<file path="src/sv/dcb_pkg.sv">
// Shared types and constants of the DC blocker with non-finite sample repair.
package dcb_pkg;

	localparam int QUEUE_DEPTH = 4;
	localparam int LEVEL_W     = $clog2(QUEUE_DEPTH) + 1;
	localparam int CFG_INDEX_W = 2;

	// register indexes on the write port
	localparam logic [CFG_INDEX_W-1:0] REG_BLOCKER_POLE = 2'd0;
	localparam logic [CFG_INDEX_W-1:0] REG_BLOCKER_GAIN = 2'd1;
	localparam logic [CFG_INDEX_W-1:0] REG_METER_POLE   = 2'd2;

	localparam logic [23:0] BLOCKER_POLE_RST = 24'd16770629;
	localparam logic [23:0] BLOCKER_GAIN_RST = 24'd16773922;
	localparam logic [23:0] METER_POLE_RST   = 24'd16776996;

	localparam logic [7:0] EXP_SPECIAL = 8'hFF;
	localparam logic [7:0] EXP_BIAS    = 8'd127;

	typedef struct packed {
		logic [23:0] blocker_pole;
		logic [23:0] blocker_gain;
		logic [23:0] meter_pole;
	} coef_t;

	// classified item between front and back
	typedef struct packed {
		logic               repaired;
		logic signed [23:0] x;
		logic [2:0]         channel;
		logic [2:0]         ch_mod;
		logic               clear;
	} mid_item_t;

	typedef struct packed {
		logic signed [23:0] sample_out;
		logic [2:0]         channel_out;
		logic               was_repaired;
		logic [23:0]        offset_peak;
		logic [31:0]        repair_count;
	} res_item_t;

endpackage

</file>
<file path="src/sv/dcb_front.sv">
// Front part: flags non-finite samples, converts float to Q1.23, folds the channel.
module dcb_front import dcb_pkg::*; #(
	parameter int CHANNELS = 8
) (
	input  logic [31:0] sample_bits,
	input  logic [2:0]  channel,
	input  logic        clear_meters,
	output mid_item_t   item
);

	always_comb begin
		logic [7:0]  expo;
		logic [23:0] mant;
		logic [7:0]  sh;
		logic [24:0] rnd;
		logic [24:0] q;
		logic [2:0]  v;
		expo = sample_bits[30:23];
		mant = {1'b1, sample_bits[22:0]};
		sh   = EXP_BIAS - expo;
		rnd  = '0;
		if (expo == '0) begin
			q = '0;
		end else if (expo >= EXP_BIAS) begin
			q = 25'd8388608;
		end else if (sh >= 8'd25) begin
			q = '0;
		end else begin
			rnd = {1'b0, mant} + (25'd1 << (sh - 8'd1));
			q   = rnd >> sh;
		end

		if (sample_bits[31]) begin
			item.x = $signed(24'(25'd0 - q));
		end else if (q > 25'd8388607) begin
			item.x = 24'sh7FFFFF;
		end else begin
			item.x = $signed(q[23:0]);
		end

		// channel modulo CHANNELS by repeated subtraction (narrow)
		v = channel;
		for (int i = 0; i < 7; i++) begin
			if (int'(v) >= CHANNELS) begin
				v = v - 3'(CHANNELS);
			end
		end

		item.repaired = (expo == EXP_SPECIAL);
		item.channel  = channel;
		item.ch_mod   = v;
		item.clear    = clear_meters;
	end

endmodule

</file>
<file path="config.mk">
export PLATFORM = sky130hd
export DESIGN_NAME = dcb_front
export DESIGN_NICKNAME = d
export VERILOG_FILES = /design/src/sv/dcb_pkg.sv /design/src/sv/dcb_front.sv
export SDC_FILE = /design/constraint.sdc
export NUM_CORES = 1
export LEC_CHECK = 0
export ABC_AREA = 1
export BUFFER_PORTS_ARGS = -buffer_cell sky130_fd_sc_hd__buf_2
export CAP_MARGIN = 20
export CORE_ASPECT_RATIO = 1.4
export CORE_MARGIN = 2
export CORE_UTILIZATION = 41
export DETAILED_ROUTE_END_ITERATION = 7
export PLACE_DENSITY = 0.6
export SLEW_MARGIN = 20
export SYNTH_ARGS = -nofsm -noshare
export SYNTH_HDL_FRONTEND = slang
export SYNTH_SLANG_ARGS = --single-unit
</file>
<file path="constraint.sdc">
create_clock -name vclk -period 12.8
set_clock_uncertainty 0.2 [all_clocks]
set_input_delay 1.28 -clock vclk [all_inputs]
set_output_delay 1.28 -clock vclk [all_outputs]
set_load 0.01 [all_outputs]
</file>
==> impl_metrics.env <==
export IMPL_ir_worst_vdd_mv=0.0123
export IMPL_synth_cell_types=43
export IMPL_grt_pass1_wl_mm=30.0
export IMPL_nClkBuffers=0
export IMPL_min_path_type="primary input to output port"
export IMPL_avgRoutedWirePerCell_um=15.9
export IMPL_finalCritPeriodShare_pct=71.7
export IMPL_critPathMaxFanout=30
export IMPL_dp_hpwl_mm=15.6
export IMPL_synth_net_count=1057
export IMPL_synthesis_area_um2=4980
export IMPL_grt_use_total_pct=27.5
export IMPL_nets=1075
export IMPL_finalSetupTns_ns=0
export IMPL_core_area_um2=11800
export IMPL_tightestPinTransition_ns=0.966
export IMPL_power_uw=154
export IMPL_crit_required_ns=11.32
export IMPL_status="completed"
export IMPL_start_kind="primary input"
export IMPL_leakagePower_nw=2.98
export IMPL_cp_slowest_cell="clkinv_1"
export IMPL_first_pass_iters=7
export IMPL_seq_area_frac_synth_pct=0
export IMPL_finalHoldViolCount=0
export IMPL_gr_total_overflow=0
export IMPL_n_antenna_cell=0
export IMPL_drtAntennaViolNets=0
export IMPL_drt_iter0_drc=416
export IMPL_finalWirelength_mm=18.3
export IMPL_ctsHoldBuffers=0
export IMPL_critPathArrivalTime_ns=7.70
export IMPL_via_per_inst=5.63
export IMPL_die_y_um=134
export IMPL_fill_cells=1421
export IMPL_max_cap_violations=0
export IMPL_critPathCaptureType="output port"
export IMPL_multi_input_area_um2=4290
export IMPL_start_util_pct=42.1
export IMPL_ios=68
export IMPL_cts_resized=0
export IMPL_cts_setup_buffers=0
export IMPL_vias=6508
export IMPL_drive_above_1_share_pct=12.6
export IMPL_numPortBuffers=57
export IMPL_syn_inst=992
export IMPL_min_path_cells=0
export IMPL_drcViolationCount=0
export IMPL_core_rowCount=47
export IMPL_design_seq_count=0
export IMPL_place_ws_ns=3.68
export IMPL_rsz0062_at_grt="no"
export IMPL_period_minus_slack_ns=9.18
export IMPL_fin_ws_ns=3.62
export IMPL_syn_avg_cell_area_um2=5.02
export IMPL_dieArea_um2=13000
export IMPL_cpPeakStageDelay_ns=0.74
export IMPL_final_max_slew_viol_count=0
export IMPL_grt_pass1_vias=6174
export IMPL_antenna_found_initial=0
export IMPL_area_growth_pct=4.90
export IMPL_seqCellArea_um2=0
export IMPL_path_class="primary input to output port"
export IMPL_place_congestion=1.05
export IMPL_setup_viol=0
export IMPL_design_area_um2=5220
export IMPL_slew_headroom_pct=35.3
export IMPL_power_density_nw_per_um2=29.5
export IMPL_chipWidth_um=97.1
export IMPL_ys_warn_count=0
export IMPL_grt_max_degree=41
export IMPL_clock_fmax_mhz=109
export IMPL_dpl_cell_area_um2=5220
export IMPL_worst_path_most_repeated_cell="nand2_1"
[final timing paths]
kind | start | endpoint | slack, ns
hold / removal | channel[1] | item[2] | 2.36
setup / recovery | sample_bits[24] | item[13] | 3.62
[worst max-delay path: cells and delay by family]
family          cells  cell delay [ns]
compound gates      1             0.27
fa+ha+maj           3             1.41
buf+inv             8             1.75
simple gates       23             2.96
[metal layers]
layer | routed length, um | vias up | track usage (%)
li1 | - | 3325 | -
met1 | 7000 | 2897 | 29.4
met2 | 9360 | 210 | 53.1
met3 | 589 | 76 | 0.677
met4 | 1370 | 0 | 16.9
met5 | 0 | - | 0
[cells by family (layout without fill, tap and decap cells)]
family,after synthesis,after routing,synth area share [%]
AND/OR/NAND/NOR,712,712,67.4
AO/OA/AOI/OAI,81,81,9.38
buffers and inverters,161,177,13.8
multiplexers,1,1,0.201
XOR/XNOR,8,8,1.79
adder cells (fa/ha/maj),29,29,7.44
[area by class of cell]
cell class	instances	share of cell area (%)
inverters	119	8.68
multi-input cells	831	82.2
repair buffers	58	5.61
well taps	147	3.52
[metrics by stage]
stage,hold slack (ns),cells,utilization (%)
finish,2.36,1155,44.2
global route,2.36,1155,44.2
CTS,2.36,1155,44.2
detailed placement,2.36,1155,44.2
global placement,2.36,1155,44.2
floorplan,2.45,992,-
[layout by cell type (no fill, tap or decap), types with 17 or more instances in the layout]
cell     synthesis  layout
nor3_1          17      17
buf_2           14      57
nand3_1        148     148
nand4_1         67      67
ha_1            28      28
nand2_1        306     306
nor2_1         104     103
o21ai_0         26      26
inv_1          113     113
a21oi_1         31      31
nand2_2         24      24
[power by group]
part           total, mW  leakage, nW  switching (mW)  internal (mW)
combinational      0.154         2.98           0.106         0.0481
clock                  0            0               0              0
sequential             0            0               0              0
[synthesized netlist by cell type (2+ instances only)]
library cell    n  area share (%)
nand3_1       148              15
nand4_2         5             1.3
nand2_4         3            0.68
nor2_4          2            0.45
nor3_1         17             1.7
nor2_2          8             1.0
buf_2          14             1.4
inv_1         113             8.5
o211ai_1        8             1.2
buf_4          13             2.0
nor3_2          3            0.60
or2_0           2            0.25
nand4_1        67             8.4
o21bai_1        4            0.60
and2_1          4            0.50
nand2_2        24             3.0
ha_1           28             7.0
o21a_1          2            0.30
o21ai_2         3            0.53
clkbuf_1        5            0.38
xnor2_1         2            0.35
nand2_1       306              23
a31oi_1         4            0.50
a21oi_1        31             3.1
o21ai_0        26             2.6
xor2_1          5            0.88
nand3b_1        5            0.75
nor2_1        104             7.8
inv_2           3            0.23
buf_1           9            0.68
nand3_2        11             2.2
a21oi_2         2            0.35
No activity file was read; power rests on OpenSTA's default activity.
