$ cat config.mk
export PLATFORM = sky130hd
export DESIGN_NAME = dcb_fifo
export DESIGN_NICKNAME = d
export VERILOG_FILES = /design/src/sv/dcb_pkg.sv /design/src/sv/dcb_fifo.sv
export SDC_FILE = /design/constraint.sdc
export NUM_CORES = 1
export LEC_CHECK = 0
export ABC_CLOCK_PERIOD_IN_PS = 3800
export BUFFER_PORTS_ARGS = -buffer_cell sky130_fd_sc_hd__buf_4
export CAP_MARGIN = 0
export CORE_MARGIN = 2
export CORE_UTILIZATION = 55
export CTS_BUF_LIST = sky130_fd_sc_hd__clkbuf_16
export DETAILED_ROUTE_END_ITERATION = 8
export GPL_TIMING_DRIVEN = 0
export PLACE_DENSITY = 0.84
export SYNTH_ARGS = -nofsm -noshare
export SYNTH_HDL_FRONTEND = slang
export SYNTH_SLANG_ARGS = --single-unit
$ cat constraint.sdc
create_clock -name clk -period 3.8 [get_ports clk]
set_input_delay 0 -clock clk [delete_from_list [all_inputs] [get_ports clk]]
set_output_delay 0 -clock clk [all_outputs]
set_load 0.01 [all_outputs]
$ cat src/sv/dcb_pkg.sv
// Shared types and constants of the DC blocker with non-finite sample repair.
package dcb_pkg;

	localparam int QUEUE_DEPTH = 4;
	localparam int LEVEL_W     = $clog2(QUEUE_DEPTH) + 1;
	localparam int CFG_INDEX_W = 2;

	// register indexes on the write port
	localparam logic [CFG_INDEX_W-1:0] REG_BLOCKER_POLE = 2'd0;
	localparam logic [CFG_INDEX_W-1:0] REG_BLOCKER_GAIN = 2'd1;
	localparam logic [CFG_INDEX_W-1:0] REG_METER_POLE   = 2'd2;

	localparam logic [23:0] BLOCKER_POLE_RST = 24'd16770629;
	localparam logic [23:0] BLOCKER_GAIN_RST = 24'd16773922;
	localparam logic [23:0] METER_POLE_RST   = 24'd16776996;

	localparam logic [7:0] EXP_SPECIAL = 8'hFF;
	localparam logic [7:0] EXP_BIAS    = 8'd127;

	typedef struct packed {
		logic [23:0] blocker_pole;
		logic [23:0] blocker_gain;
		logic [23:0] meter_pole;
	} coef_t;

	// classified item between front and back
	typedef struct packed {
		logic               repaired;
		logic signed [23:0] x;
		logic [2:0]         channel;
		logic [2:0]         ch_mod;
		logic               clear;
	} mid_item_t;

	typedef struct packed {
		logic signed [23:0] sample_out;
		logic [2:0]         channel_out;
		logic               was_repaired;
		logic [23:0]        offset_peak;
		logic [31:0]        repair_count;
	} res_item_t;

endpackage

$ cat src/sv/dcb_fifo.sv
// Small register queue used between the block's parts.
module dcb_fifo import dcb_pkg::*; #(
	parameter int WIDTH = 32,
	parameter int DEPTH = 4
) (
	input  logic                       clk,
	input  logic                       arst_n,
	input  logic                       wr,
	input  logic [WIDTH-1:0]           wdata,
	output logic                       full,
	input  logic                       rd,
	output logic [WIDTH-1:0]           rdata,
	output logic                       empty,
	output logic [$clog2(DEPTH):0]     level
);

	localparam int AW = (DEPTH > 1) ? $clog2(DEPTH) : 1;

	logic [WIDTH-1:0]      mem_q [DEPTH];
	logic [AW-1:0]         wptr_q;
	logic [AW-1:0]         rptr_q;
	logic [$clog2(DEPTH):0] count_q;
	logic                  do_wr;
	logic                  do_rd;

	assign full  = (count_q == ($clog2(DEPTH)+1)'(DEPTH));
	assign empty = (count_q == '0);
	assign level = count_q;
	assign do_wr = wr && !full;
	assign do_rd = rd && !empty;
	assign rdata = mem_q[rptr_q];

	always_ff @(posedge clk) begin
		if (do_wr) begin
			mem_q[wptr_q] <= wdata;
		end
	end

	always_ff @(posedge clk or negedge arst_n) begin
		if (!arst_n) begin
			wptr_q  <= '0;
			rptr_q  <= '0;
			count_q <= '0;
		end else begin
			if (do_wr) begin
				wptr_q <= (wptr_q == AW'(DEPTH - 1)) ? '0 : wptr_q + 1'b1;
			end
			if (do_rd) begin
				rptr_q <= (rptr_q == AW'(DEPTH - 1)) ? '0 : rptr_q + 1'b1;
			end
			if (do_wr && !do_rd) begin
				count_q <= count_q + 1'b1;
			end else if (do_rd && !do_wr) begin
				count_q <= count_q - 1'b1;
			end
		end
	end

endmodule

==> results of run 1 <==
==> cell usage in the layout, fill, tap and decap left out, drive strengths merged <==
cell type and n:
o31ai 1, a21o 1, nor3 2, edfxtp 128, fa 1, bufinv 4, inv 5, clkbuf 19
and2 4, xor2 2, ha 6, clkinv 6, nor2b 1, dfrtp 7, clkinvlp 3, nor2 2
xnor2 1, buf 79, mux4 32, nor3b 1, mux2 4, dlygate4sd3 34
==> power by group <==
group / switching (mW) / internal (mW) / total (mW) / leakage [nW]
registers: 0.112 / 1.98 / 2.09 / 1.25
clock network: 0.580 / 1.09 / 1.67 / 0.293
logic: 0.760 / 0.821 / 1.58 / 0.859
total: 1.45 / 3.89 / 5.34 / 2.41
==> cell families after synthesis <==
group	Yosys count	synth area share [%]
compound gates	2	0.396
xor+xnor	3	0.520
fa+ha+maj	7	1.88
buf+inv	12	1.21
flops	135	79.5
mux	36	15.3
simple gates	10	1.21
==> per-layer routing <==
metal  vias to the layer above  routed length (um)
li1                       1107                   -
met1                      1258                3760
met2                        85                4930
met3                         4                 467
met4                         0                  40
met5                         -                   0
==> final cells by class <==
| cell class | count | area, um^2 |
|---|---|---|
| Buffer | 9 | 50.0 |
| Clock buffer | 17 | 425 |
| Clock inverter | 15 | 185 |
| Fill cell | 478 | 2120 |
| Inverter | 3 | 11.3 |
| Multi-Input combinational cell | 58 | 981 |
| Sequential cell | 135 | 4020 |
| Tap cell | 108 | 135 |
| Timing Repair Buffer | 106 | 881 |
==> stage by stage <==
step | instances | hold WS, ps | util, %
after floorplan | 205 | -296 | -
after global placement | 385 | -181 | 65.1
after detailed placement | 385 | -178 | 65.1
after CTS | 451 | 4.09 | 75.9
after global routing | 451 | 18.1 | 75.9
final | 451 | 7.27 | 75.9
==> critical path, stage by stage (launching register included) <==
cell and delay [ps]:
dfrtp_1 470, o31ai_2 470, ha_1 260, inv_1 60, fa_1 370, xor2_1 170, nor2_1 120, xor2_1 160
==> final timing paths <==
kind	start	to	slack, ps	cells past startpoint
worst max register to register	level[0]$_DFFE_PN0P_	level[2]$_DFFE_PN0P_	1640	7
worst max-delay path	level[0]$_DFFE_PN0P_	level[2]$_DFFE_PN0P_	1640	7
min in group asynchronous	arst_n	level[2]$_DFFE_PN0P_	570	3
worst min register to register	level[2]$_DFFE_PN0P_	level[2]$_DFFE_PN0P_	570	1
worst min-delay path	rd	rptr_q[0]$_DFFE_PN0P_	7	3
max in group asynchronous	arst_n	rptr_q[1]$_DFFE_PN0P_	2950	3
==> registers in the layout, indices dropped and copies added, names as in the netlist <==
signal,cells
level,3
mem_q,128
rptr_q,2
wptr_q,2
==> repair_timing <==
item / 4_1_cts / 5_1_grt
endpoints found under the hold margin: 135 / 0
hold buffers: 34 / 0
gates resized for setup: 0 / 0
setup buffers: 0 / 0
setup endpoints to repair: 0 / 0
==> impl_metrics.py, run 1 <==
metrics = {
    "place": {
        "post-place-ws_ps": 1670,
        "portBuffers": 72,
        "dp_hpwl_mm": 4.98,
        "placed_area_mm2": 0.00574,
        "place.gp.congestion": 0.656,
    },
    "global_route": {
        "grt-busiest-layer": "met2",
        "use_met3_pct": 4.67,
        "grt_use_total_pct": 19.9,
        "grtUsageMet2_pct": 33.7,
        "grt_pass1_wl_mm": 14.2,
        "grt_max_degree": 33,
        "grt_pass1_vias": 2579,
        "antenna_found_initial": 0,
        "grt-ovfl-total": 0,
        "grt.met1_usage_pct": 25.4,
    },
    "worst_setup_path": {
        "arrival_ps": 2480,
        "worstSetupPathType": "register to register",
        "cp-end-kind": "register",
        "critPathMaxFanout": 6,
        "cp.required_ps": 4120,
        "startpoint_type": "register",
    },
    "clock_network": {
        "cts_buffers": 17,
        "numClockSinks": 135,
        "cts_root_buf": "clkbuf_16",
        "clk_latency_ps": 400,
        "clk_pin_slew_ps": 60,
        "htreeDepth": 4,
        "clockBufferDepth": 2,
        "cts_tree": "yes",
    },
    "sta": {
        "finalSetupTns_ps": 0,
        "clock.fmax_mhz": 464,
        "tightest_slew_ps": 894,
        "setup_viol": 0,
        "grt_setup_unrepaired": "false",
        "layout_min_cycle_time_ps": 2160,
        "relSlewSlack_pct": 40.4,
        "finalCritPeriodShare_pct": 56.8,
        "finalMaxSlewViolations": 0,
        "skew_ps": 6.56,
        "final-hold-violation-count": 0,
        "fin_ws_ps": 1640,
    },
    "route": {
        "via_per_inst": 5.44,
        "drt_pass1_iterations": 4,
        "drt_iter0_markers": 118,
        "vias": 2454,
        "ant_nets": 0,
        "post_drt_wl_per_cell_um": 20.4,
        "drc_errors": 0,
        "drt_wl_total_mm": 9.20,
    },
    "die": {
        "die_y_um": 99.9,
        "core-area_mm2": 0.00881,
        "die_x_um": 99.9,
        "std_cell_rows": 34,
        "dieArea_mm2": 0.00998,
        "boundaryPins": 73,
        "start_util_pct": 57.4,
    },
    "synth": {
        "synth_area_leaders": "edfxtp_1 (76%), mux4_2 (14%), dfrtp_1 (3.5%)",
        "yosysWarnings": 0,
        "netlist_instances": 205,
        "avgSynthCellArea_um2": 24.7,
        "post-synth-top-count-cell": "edfxtp_1",
        "synth_common_cells": "edfxtp_1 (128), mux4_2 (32), dfrtp_1 (7)",
        "ys_seq_elements": 135,
        "synth_edf_count": 128,
        "yosys.area.top_type_share_pct": 76.0,
        "synth-seq-area-share_pct": 79.5,
        "ys.flop_type": "edfxtp_1",
        "synth_nets": 248,
        "netlist_area_mm2": 0.00506,
        "synth_cell_types": 20,
        "yosysTopAreaCell": "edfxtp_1",
        "synthArstFlopShare_pct": 5.19,
    },
    "final_layout": {
        "area.growth.synth_to_final_pct": 32.3,
        "nNetsFinal": 373,
        "drive_gt1_share_pct": 43.4,
        "fin_area_mm2": 0.00669,
        "antenna_cells": 0,
    },
    "power_and_ir_drop": {
        "power_density_mw_per_mm2": 799,
        "total_power_mw": 5.34,
        "leakage_nw": 2.41,
        "max-vdd-ir-drop_uv": 490,
    },
    "min_path": {
        "hold_path_class": "input pin to register",
    },
    "outcome": {
        "status": "complete, no violations",
    },
    "run": {
        "cap_violations": 0,
    },
}
Power figures use the tool's default switching activity.
==> run 2, diff against run 1 <==
--- a/config.mk
+++ b/config.mk
@@ -5,7 +5,8 @@
 export SDC_FILE = /design/constraint.sdc
 export NUM_CORES = 1
 export LEC_CHECK = 0
-export ABC_CLOCK_PERIOD_IN_PS = 3800
+export ABC_AREA = 1
+export ABC_CLOCK_PERIOD_IN_PS = 2000
 export BUFFER_PORTS_ARGS = -buffer_cell sky130_fd_sc_hd__buf_4
 export CAP_MARGIN = 0
 export CORE_MARGIN = 2
==> constraint.sdc (replaced) <==
create_clock -name clk -period 2 [get_ports clk]
set_input_delay 0 -clock clk [delete_from_list [all_inputs] [get_ports clk]]
set_output_delay 0 -clock clk [all_outputs]
set_load 0.01 [all_outputs]
==> run 2 against run 1 <==
Die area is 8.3% higher. Area after synthesis is 8.7% higher. Combinational power grew to 2.6 times the previous value. Via count is 58% higher. Clock power is 85% higher. Sequential cell count stayed put. Clock-buffer cell count stayed put. Non-clock buffer count is 21 higher. Highest routed layer unchanged.
==> impl_metrics.py, run 2 <==
metrics = {
    "global_route": {
        "grt-busiest-layer": "met2",
        "grt_max_degree": 19,
        "grt.met1_usage_pct": 29.6,
        "grtUsageMet2_pct": 44.2,
        "grt_pass1_vias": 4104,
        "grt-ovfl-total": 0,
        "grt_pass1_wl_mm": 20.6,
        "grt_use_total_pct": 25.5,
        "use_met3_pct": 6.39,
        "antenna_found_initial": 0,
    },
    "synth": {
        "synth_edf_count": 128,
        "netlist_area_mm2": 0.00549,
        "post-synth-top-count-cell": "edfxtp_1",
        "synth-seq-area-share_pct": 73.1,
        "ys.flop_type": "edfxtp_1",
        "yosysTopAreaCell": "edfxtp_1",
        "yosys.area.top_type_share_pct": 70.0,
        "netlist_instances": 434,
        "yosysWarnings": 0,
        "synth_common_cells": "edfxtp_1 (128), nand2_1 (111), inv_1 (79)",
        "synth_cell_types": 16,
        "synthArstFlopShare_pct": 5.19,
        "avgSynthCellArea_um2": 12.7,
        "ys_seq_elements": 135,
        "synth_area_leaders": "edfxtp_1 (70%), o211ai_1 (8.7%), nand2_1 (7.6%)",
        "synth_nets": 477,
    },
    "power_and_ir_drop": {
        "total_power_mw": 11.2,
        "leakage_nw": 3.04,
        "max-vdd-ir-drop_uv": 860,
        "power_density_mw_per_mm2": 1520,
    },
    "min_path": {
        "hold_path_class": "input pin to register",
    },
    "sta": {
        "skew_ps": 10.3,
        "finalSetupTns_ps": 0,
        "setup_viol": 0,
        "layout_min_cycle_time_ps": 1930,
        "relSlewSlack_pct": 57.5,
        "final-hold-violation-count": 0,
        "timing.hold.ws_ps": 327,
        "finalCritPeriodShare_pct": 96.5,
        "finalMaxSlewViolations": 0,
        "clock.fmax_mhz": 518,
        "tightest_slew_ps": 636,
    },
    "route": {
        "drt_iter0_markers": 444,
        "post_drt_wl_per_cell_um": 18.7,
        "ant_nets": 0,
        "drc_errors": 0,
        "drt_wl_total_mm": 13.3,
        "drt_pass1_iterations": 5,
        "via_per_inst": 5.42,
        "vias": 3867,
    },
    "run": {
        "cap_violations": 0,
    },
    "worst_setup_path": {
        "regToRegStartpoint": "level[1]$_DFFE_PN0P_",
        "arrival_ps": 1930,
        "cp-end-kind": "output pin",
        "cp.required_ps": 2000,
        "cp-endpoint": "rdata[21]",
        "critPathMaxFanout": 10,
        "worstSetupPathType": "register to output pin",
        "startpoint": "rptr_q[0]$_DFFE_PN0P_",
        "r2r-end": "mem_q[0][7]$_DFFE_PP_",
        "reg2regPathDepth": 6,
        "startpoint_type": "register",
        "r2r_slack_ps": 80,
    },
    "place": {
        "placed_area_mm2": 0.00634,
        "dp_hpwl_mm": 7.30,
        "portBuffers": 72,
        "place.gp.congestion": 0.752,
    },
    "clock_network": {
        "htreeDepth": 4,
        "cts_buffers": 17,
        "clk_pin_slew_ps": 60,
        "cts_root_buf": "clkbuf_16",
        "numClockSinks": 135,
        "clockBufferDepth": 2,
        "clk_latency_ps": 420,
        "cts_tree": "yes",
    },
    "final_layout": {
        "antenna_cells": 0,
        "layout_commonest_cell": "edfxtp_1",
        "largest_reg_flops": 128,
        "drive_gt1_share_pct": 24.0,
        "largest_register": "mem_q",
        "final_cell_mix": "edfxtp_1 (128), nand2_1 (110), inv_1 (77), buf_4 (76), o211ai_1 (64)",
        "nNetsFinal": 611,
        "area.growth.synth_to_final_pct": 33.4,
        "fin_area_mm2": 0.00733,
    },
    "die": {
        "std_cell_rows": 36,
        "die_x_um": 104,
        "core-area_mm2": 0.00973,
        "boundaryPins": 73,
        "dieArea_mm2": 0.0108,
        "start_util_pct": 56.5,
        "die_y_um": 104,
    },
    "outcome": {
        "status": "complete, no violations",
    },
}
-- run 2: cell count changes after synthesis, sizes merged, moves of 7 or more --
cell    before  now
mux4        32    0
o211ai       0   64
nand2        0  111
nand3        0    7
buf          7   19
inv          3   80
-- run 2: stage by stage --
stage	cells	utilization [%]	setup slack (ps)
after global placement	639	63.8	-718
after floorplan	434	-	-100
after detailed placement	643	65.2	-159
after CTS	711	75.1	63.4
after global routing	713	75.3	-19.9
final	713	75.3	69.1
-- run 2: cell families after synthesis --
kind of cell	share of synthesized area (%)
flip-flops	73.1
AND/OR/NAND/NOR	8.75
buffers and inverters	7.38
AO/OA/AOI/OAI	8.84
adder cells (fa/ha/maj)	1.73
XOR/XNOR	0.159
-- run 2: layout make-up --
cell class | instances | area [um^2]
buffer | 21 | 105
clock buffer | 17 | 425
clock inverter | 14 | 160
fill | 551 | 2400
inverter | 80 | 300
multi-input combinational | 198 | 1120
sequential | 135 | 4020
tap | 133 | 166
timing repair buffer | 115 | 1030
-- run 2: worst min path at each step --
stage	start	depth (start not counted)	to	slack [ps]
4_1_cts	wdata[5]	2	mem_q[2][5]$_DFFE_PP_	320
3_3_place_gp	arst_n	1	wptr_q[0]$_DFFE_PN0P_	-180
5_1_grt	wdata[4]	2	mem_q[3][4]$_DFFE_PP_	330
6_report	wdata[5]	2	mem_q[2][5]$_DFFE_PP_	330
3_5_place_dp	arst_n	1	wptr_q[0]$_DFFE_PN0P_	-180
2_1_floorplan	arst_n	0	level[0]$_DFFE_PN0P_	-300
-- run 2: power breakdown --
part | switching (mW) | internal, mW | leakage (nW)
Sequential | 0.231 | 3.73 | 1.26
Clock | 1.15 | 1.94 | 0.286
Combinational | 2.48 | 1.63 | 1.49
Total | 3.86 | 7.30 | 3.04
-- run 2: what timing repair did --
item / CTS / global route
buffers inserted: 1 / 2
hold endpoints to repair: 139 / 0
hold buffers: 36 / 0
setup endpoints to repair: 70 / 2
pin swaps: 1 / 1
resized for setup: 3 / 4
gates cloned: 0 / 0
-- run 2: layer usage --
| metal | vias to the layer above | wire length, um |
|---|---|---|
| met5 | - | 0 |
| met4 | 0 | 263 |
| met3 | 26 | 1040 |
| met2 | 241 | 7200 |
| met1 | 1843 | 4840 |
| li1 | 1757 | - |
-- run 2: worst max-delay path, cell delays in order, from the launching register on --
cell and delay [ps]:
dfrtp_1 460, buf_4 210, buf_2 270, nand2_1 130, o211ai_1 140, nand2_1 130, buf_4 160
==> run 3, diff against run 2 <==
--- a/config.mk
+++ b/config.mk
@@ -14,7 +14,7 @@
 export CTS_BUF_LIST = sky130_fd_sc_hd__clkbuf_16
 export DETAILED_ROUTE_END_ITERATION = 8
 export GPL_TIMING_DRIVEN = 0
-export PLACE_DENSITY = 0.84
+export PLACE_DENSITY = 0.77
 export SYNTH_ARGS = -nofsm -noshare
 export SYNTH_HDL_FRONTEND = slang
 export SYNTH_SLANG_ARGS = --single-unit
==> run 3 against run 2 <==
Setup slack better by 55 ps. Largest power group unchanged. Maximum frequency grew 2.9%. Non-clock buffer count rose by 1. Highest routed layer unchanged. Clock skew is 0.69 ps lower. Hold slack lost 1.9 ps. Via count shrank 4.4%.
==> impl_metrics.py, run 3 (synthesized netlist as in run 2, its figures left out) <==
metrics = {
    "min_path": {
        "hold_depth": 2,
        "hold_path_class": "input pin to register",
    },
    "sta": {
        "tightest_slew_ps": 579,
        "skew_ps": 9.65,
        "finalCritPeriodShare_pct": 93.8,
        "grt_setup_unrepaired": "false",
        "relSlewSlack_pct": 61.4,
        "finalMaxSlewViolations": 0,
        "final-hold-violation-count": 0,
        "fin_ws_ps": 124,
        "setup_viol": 0,
        "layout_min_cycle_time_ps": 1880,
        "clock.fmax_mhz": 533,
    },
    "global_route": {
        "grt-ovfl-total": 0,
        "grt_max_degree": 26,
        "grt_pass1_vias": 3984,
        "grt_use_total_pct": 23.3,
        "antenna_found_initial": 0,
        "grt.met1_usage_pct": 26.4,
        "grt-busiest-layer": "met2",
        "grt_pass1_wl_mm": 19.0,
        "grtUsageMet2_pct": 40.3,
        "use_met3_pct": 6.08,
    },
    "final_layout": {
        "multiInputGateArea_mm2": 0.00111,
        "antenna_cells": 0,
        "largest_register": "mem_q",
        "area.growth.synth_to_final_pct": 34.5,
        "seq_area_mm2": 0.00402,
        "fillers": 565,
        "layout_commonest_cell": "edfxtp_1",
        "nNetsFinal": 612,
        "final_cell_mix": "edfxtp_1 (128), nand2_1 (109), inv_1 (79), buf_4 (76), o211ai_1 (64)",
        "largest_reg_flops": 128,
        "drive_gt1_share_pct": 23.9,
    },
    "worst_setup_path": {
        "cp_num_buf_inv": 2,
        "reg2regPathDepth": 10,
        "crit_top_cell": "nand2_1",
        "critPathTopFamily": "buffers and inverters",
        "crit_path_cell_trace": "clkbuf_1 > nand2_1 > o211ai_1 > nand2_1 > buf_4",
        "critPathMaxFanout": 10,
        "arrival_ps": 1880,
        "cp_num_cells": 5,
        "cp-end-kind": "output pin",
        "startpoint_type": "register",
        "cpMaxStageDelayCell": "clkbuf_1",
        "slowest_delay_ps": 480,
        "worstSetupPathType": "register to output pin",
        "cp.required_ps": 2000,
    },
    "route": {
        "via_per_inst": 5.17,
        "drt_pass1_iterations": 5,
        "drt_iter0_markers": 232,
        "vias": 3697,
        "ant_nets": 0,
        "drt_wl_total_mm": 12.0,
        "drc_errors": 0,
        "post_drt_wl_per_cell_um": 16.8,
    },
    "clock_network": {
        "numClockSinks": 135,
        "cts_buffers": 17,
        "clk_pin_slew_ps": 60,
        "cts_root_buf": "clkbuf_16",
        "clockBufferDepth": 2,
        "htreeDepth": 4,
        "cts_tree": "yes",
        "clk_latency_ps": 420,
    },
    "place": {
        "post-place-ws_ps": -176,
        "dp_hpwl_mm": 6.93,
        "place.gp.congestion": 0.743,
        "portBuffers": 72,
    },
    "power_and_ir_drop": {
        "swShare_pct": 33.2,
        "combPwrFrac_pct": 35.4,
        "leakage_nw": 3.06,
        "total_power_mw": 11.3,
        "max-vdd-ir-drop_uv": 923,
        "power_density_mw_per_mm2": 1530,
        "p_int_mw": 7.56,
        "seqPwrFrac_pct": 34.6,
        "p_sw_mw": 3.76,
        "p_clk_share_pct": 30.0,
    },
    "die": {
        "die_x_um": 104,
        "core-area_mm2": 0.00973,
        "die_y_um": 104,
        "std_cell_rows": 36,
        "start_util_pct": 56.5,
        "boundaryPins": 73,
        "dieArea_mm2": 0.0108,
    },
    "outcome": {
        "status": "complete, no violations",
    },
    "run": {
        "cap_violations": 0,
    },
}
run 3: cell count changes in the layout (fill, tap and decap cells not counted):
| cell | before | now |
|---|---|---|
| buf_12 | 0 | 4 |
| buf_16 | 4 | 1 |
| bufinv_16 | 3 | 5 |
| clkinv_2 | 5 | 1 |
| clkinv_4 | 3 | 2 |
| clkinvlp_4 | 2 | 3 |
| inv_1 | 77 | 79 |
| inv_2 | 3 | 1 |
| inv_6 | 0 | 3 |
| nand2_1 | 110 | 109 |
| nand2_2 | 0 | 1 |
| nand3_1 | 5 | 6 |
| nand3_2 | 2 | 1 |
run 3: layout make-up:
class	instances	area share, %
flip-flops and latches	135	54.4
multi-input cells	198	15.1
repair buffers	116	14.0
clock buffers	17	5.76
inverters	80	4.06
clock inverters	15	3.05
well taps	133	2.25
plain buffers	21	1.42
run 3: per-stage QoR:
stage / cells / TNS [ps] / instance area [um^2] / hold slack, ps / utilization [%]
detailed placement: 643 / -2000 / 6320 / -178 / 64.9
floorplan: 434 / -12800 / 5500 / -296 / -
global placement: 639 / -95070 / 6210 / -181 / 63.8
finish: 715 / 0 / 7390 / 325 / 75.9
CTS: 711 / 0 / 7340 / 320 / 75.4
global route: 715 / 0 / 7390 / 327 / 75.9
run 3: what timing repair did:
action                                  4_1_cts  5_1_grt
endpoints found under the setup margin       18       15
setup buffers                                 0        4
hold buffers                                 36        0
endpoints found under the hold margin       139        0
gates resized for setup                       2        3
pin swaps                                     0        2
run 3: final timing paths:
kind / start / end / slack, ps
max reg2reg: level[0]$_DFFE_PN0P_ / level[2]$_DFFE_PN0P_ / 150
min in group asynchronous: arst_n / wptr_q[0]$_DFFE_PN0P_ / 570
min reg2reg: level[0]$_DFFE_PN0P_ / level[0]$_DFFE_PN0P_ / 540
max: rptr_q[0]$_DFFE_PN0P_ / rdata[30] / 120
max in group asynchronous: arst_n / level[0]$_DFFE_PN0P_ / 1140
min: wdata[0] / mem_q[0][0]$_DFFE_PP_ / 330
run 3: power by group through the flow:
stage | Combinational [mW] | Sequential [mW] | Clock (mW)
6_report | 4.01 | 3.92 | 3.40
5_1_grt | 4.38 | 3.97 | 3.54
4_1_cts | 3.97 | 3.91 | 3.39
3_5_place_dp | 3.85 | 3.96 | 0
3_3_place_gp | 3.61 | 3.96 | 0
2_1_floorplan | 2.11 | 3.94 | 0
run 3: per-layer routing:
metal	wire [um]	part of all wire (%)
met5	0	0
met4	270	2.2
met3	889	7.4
met2	6310	52
met1	4570	38
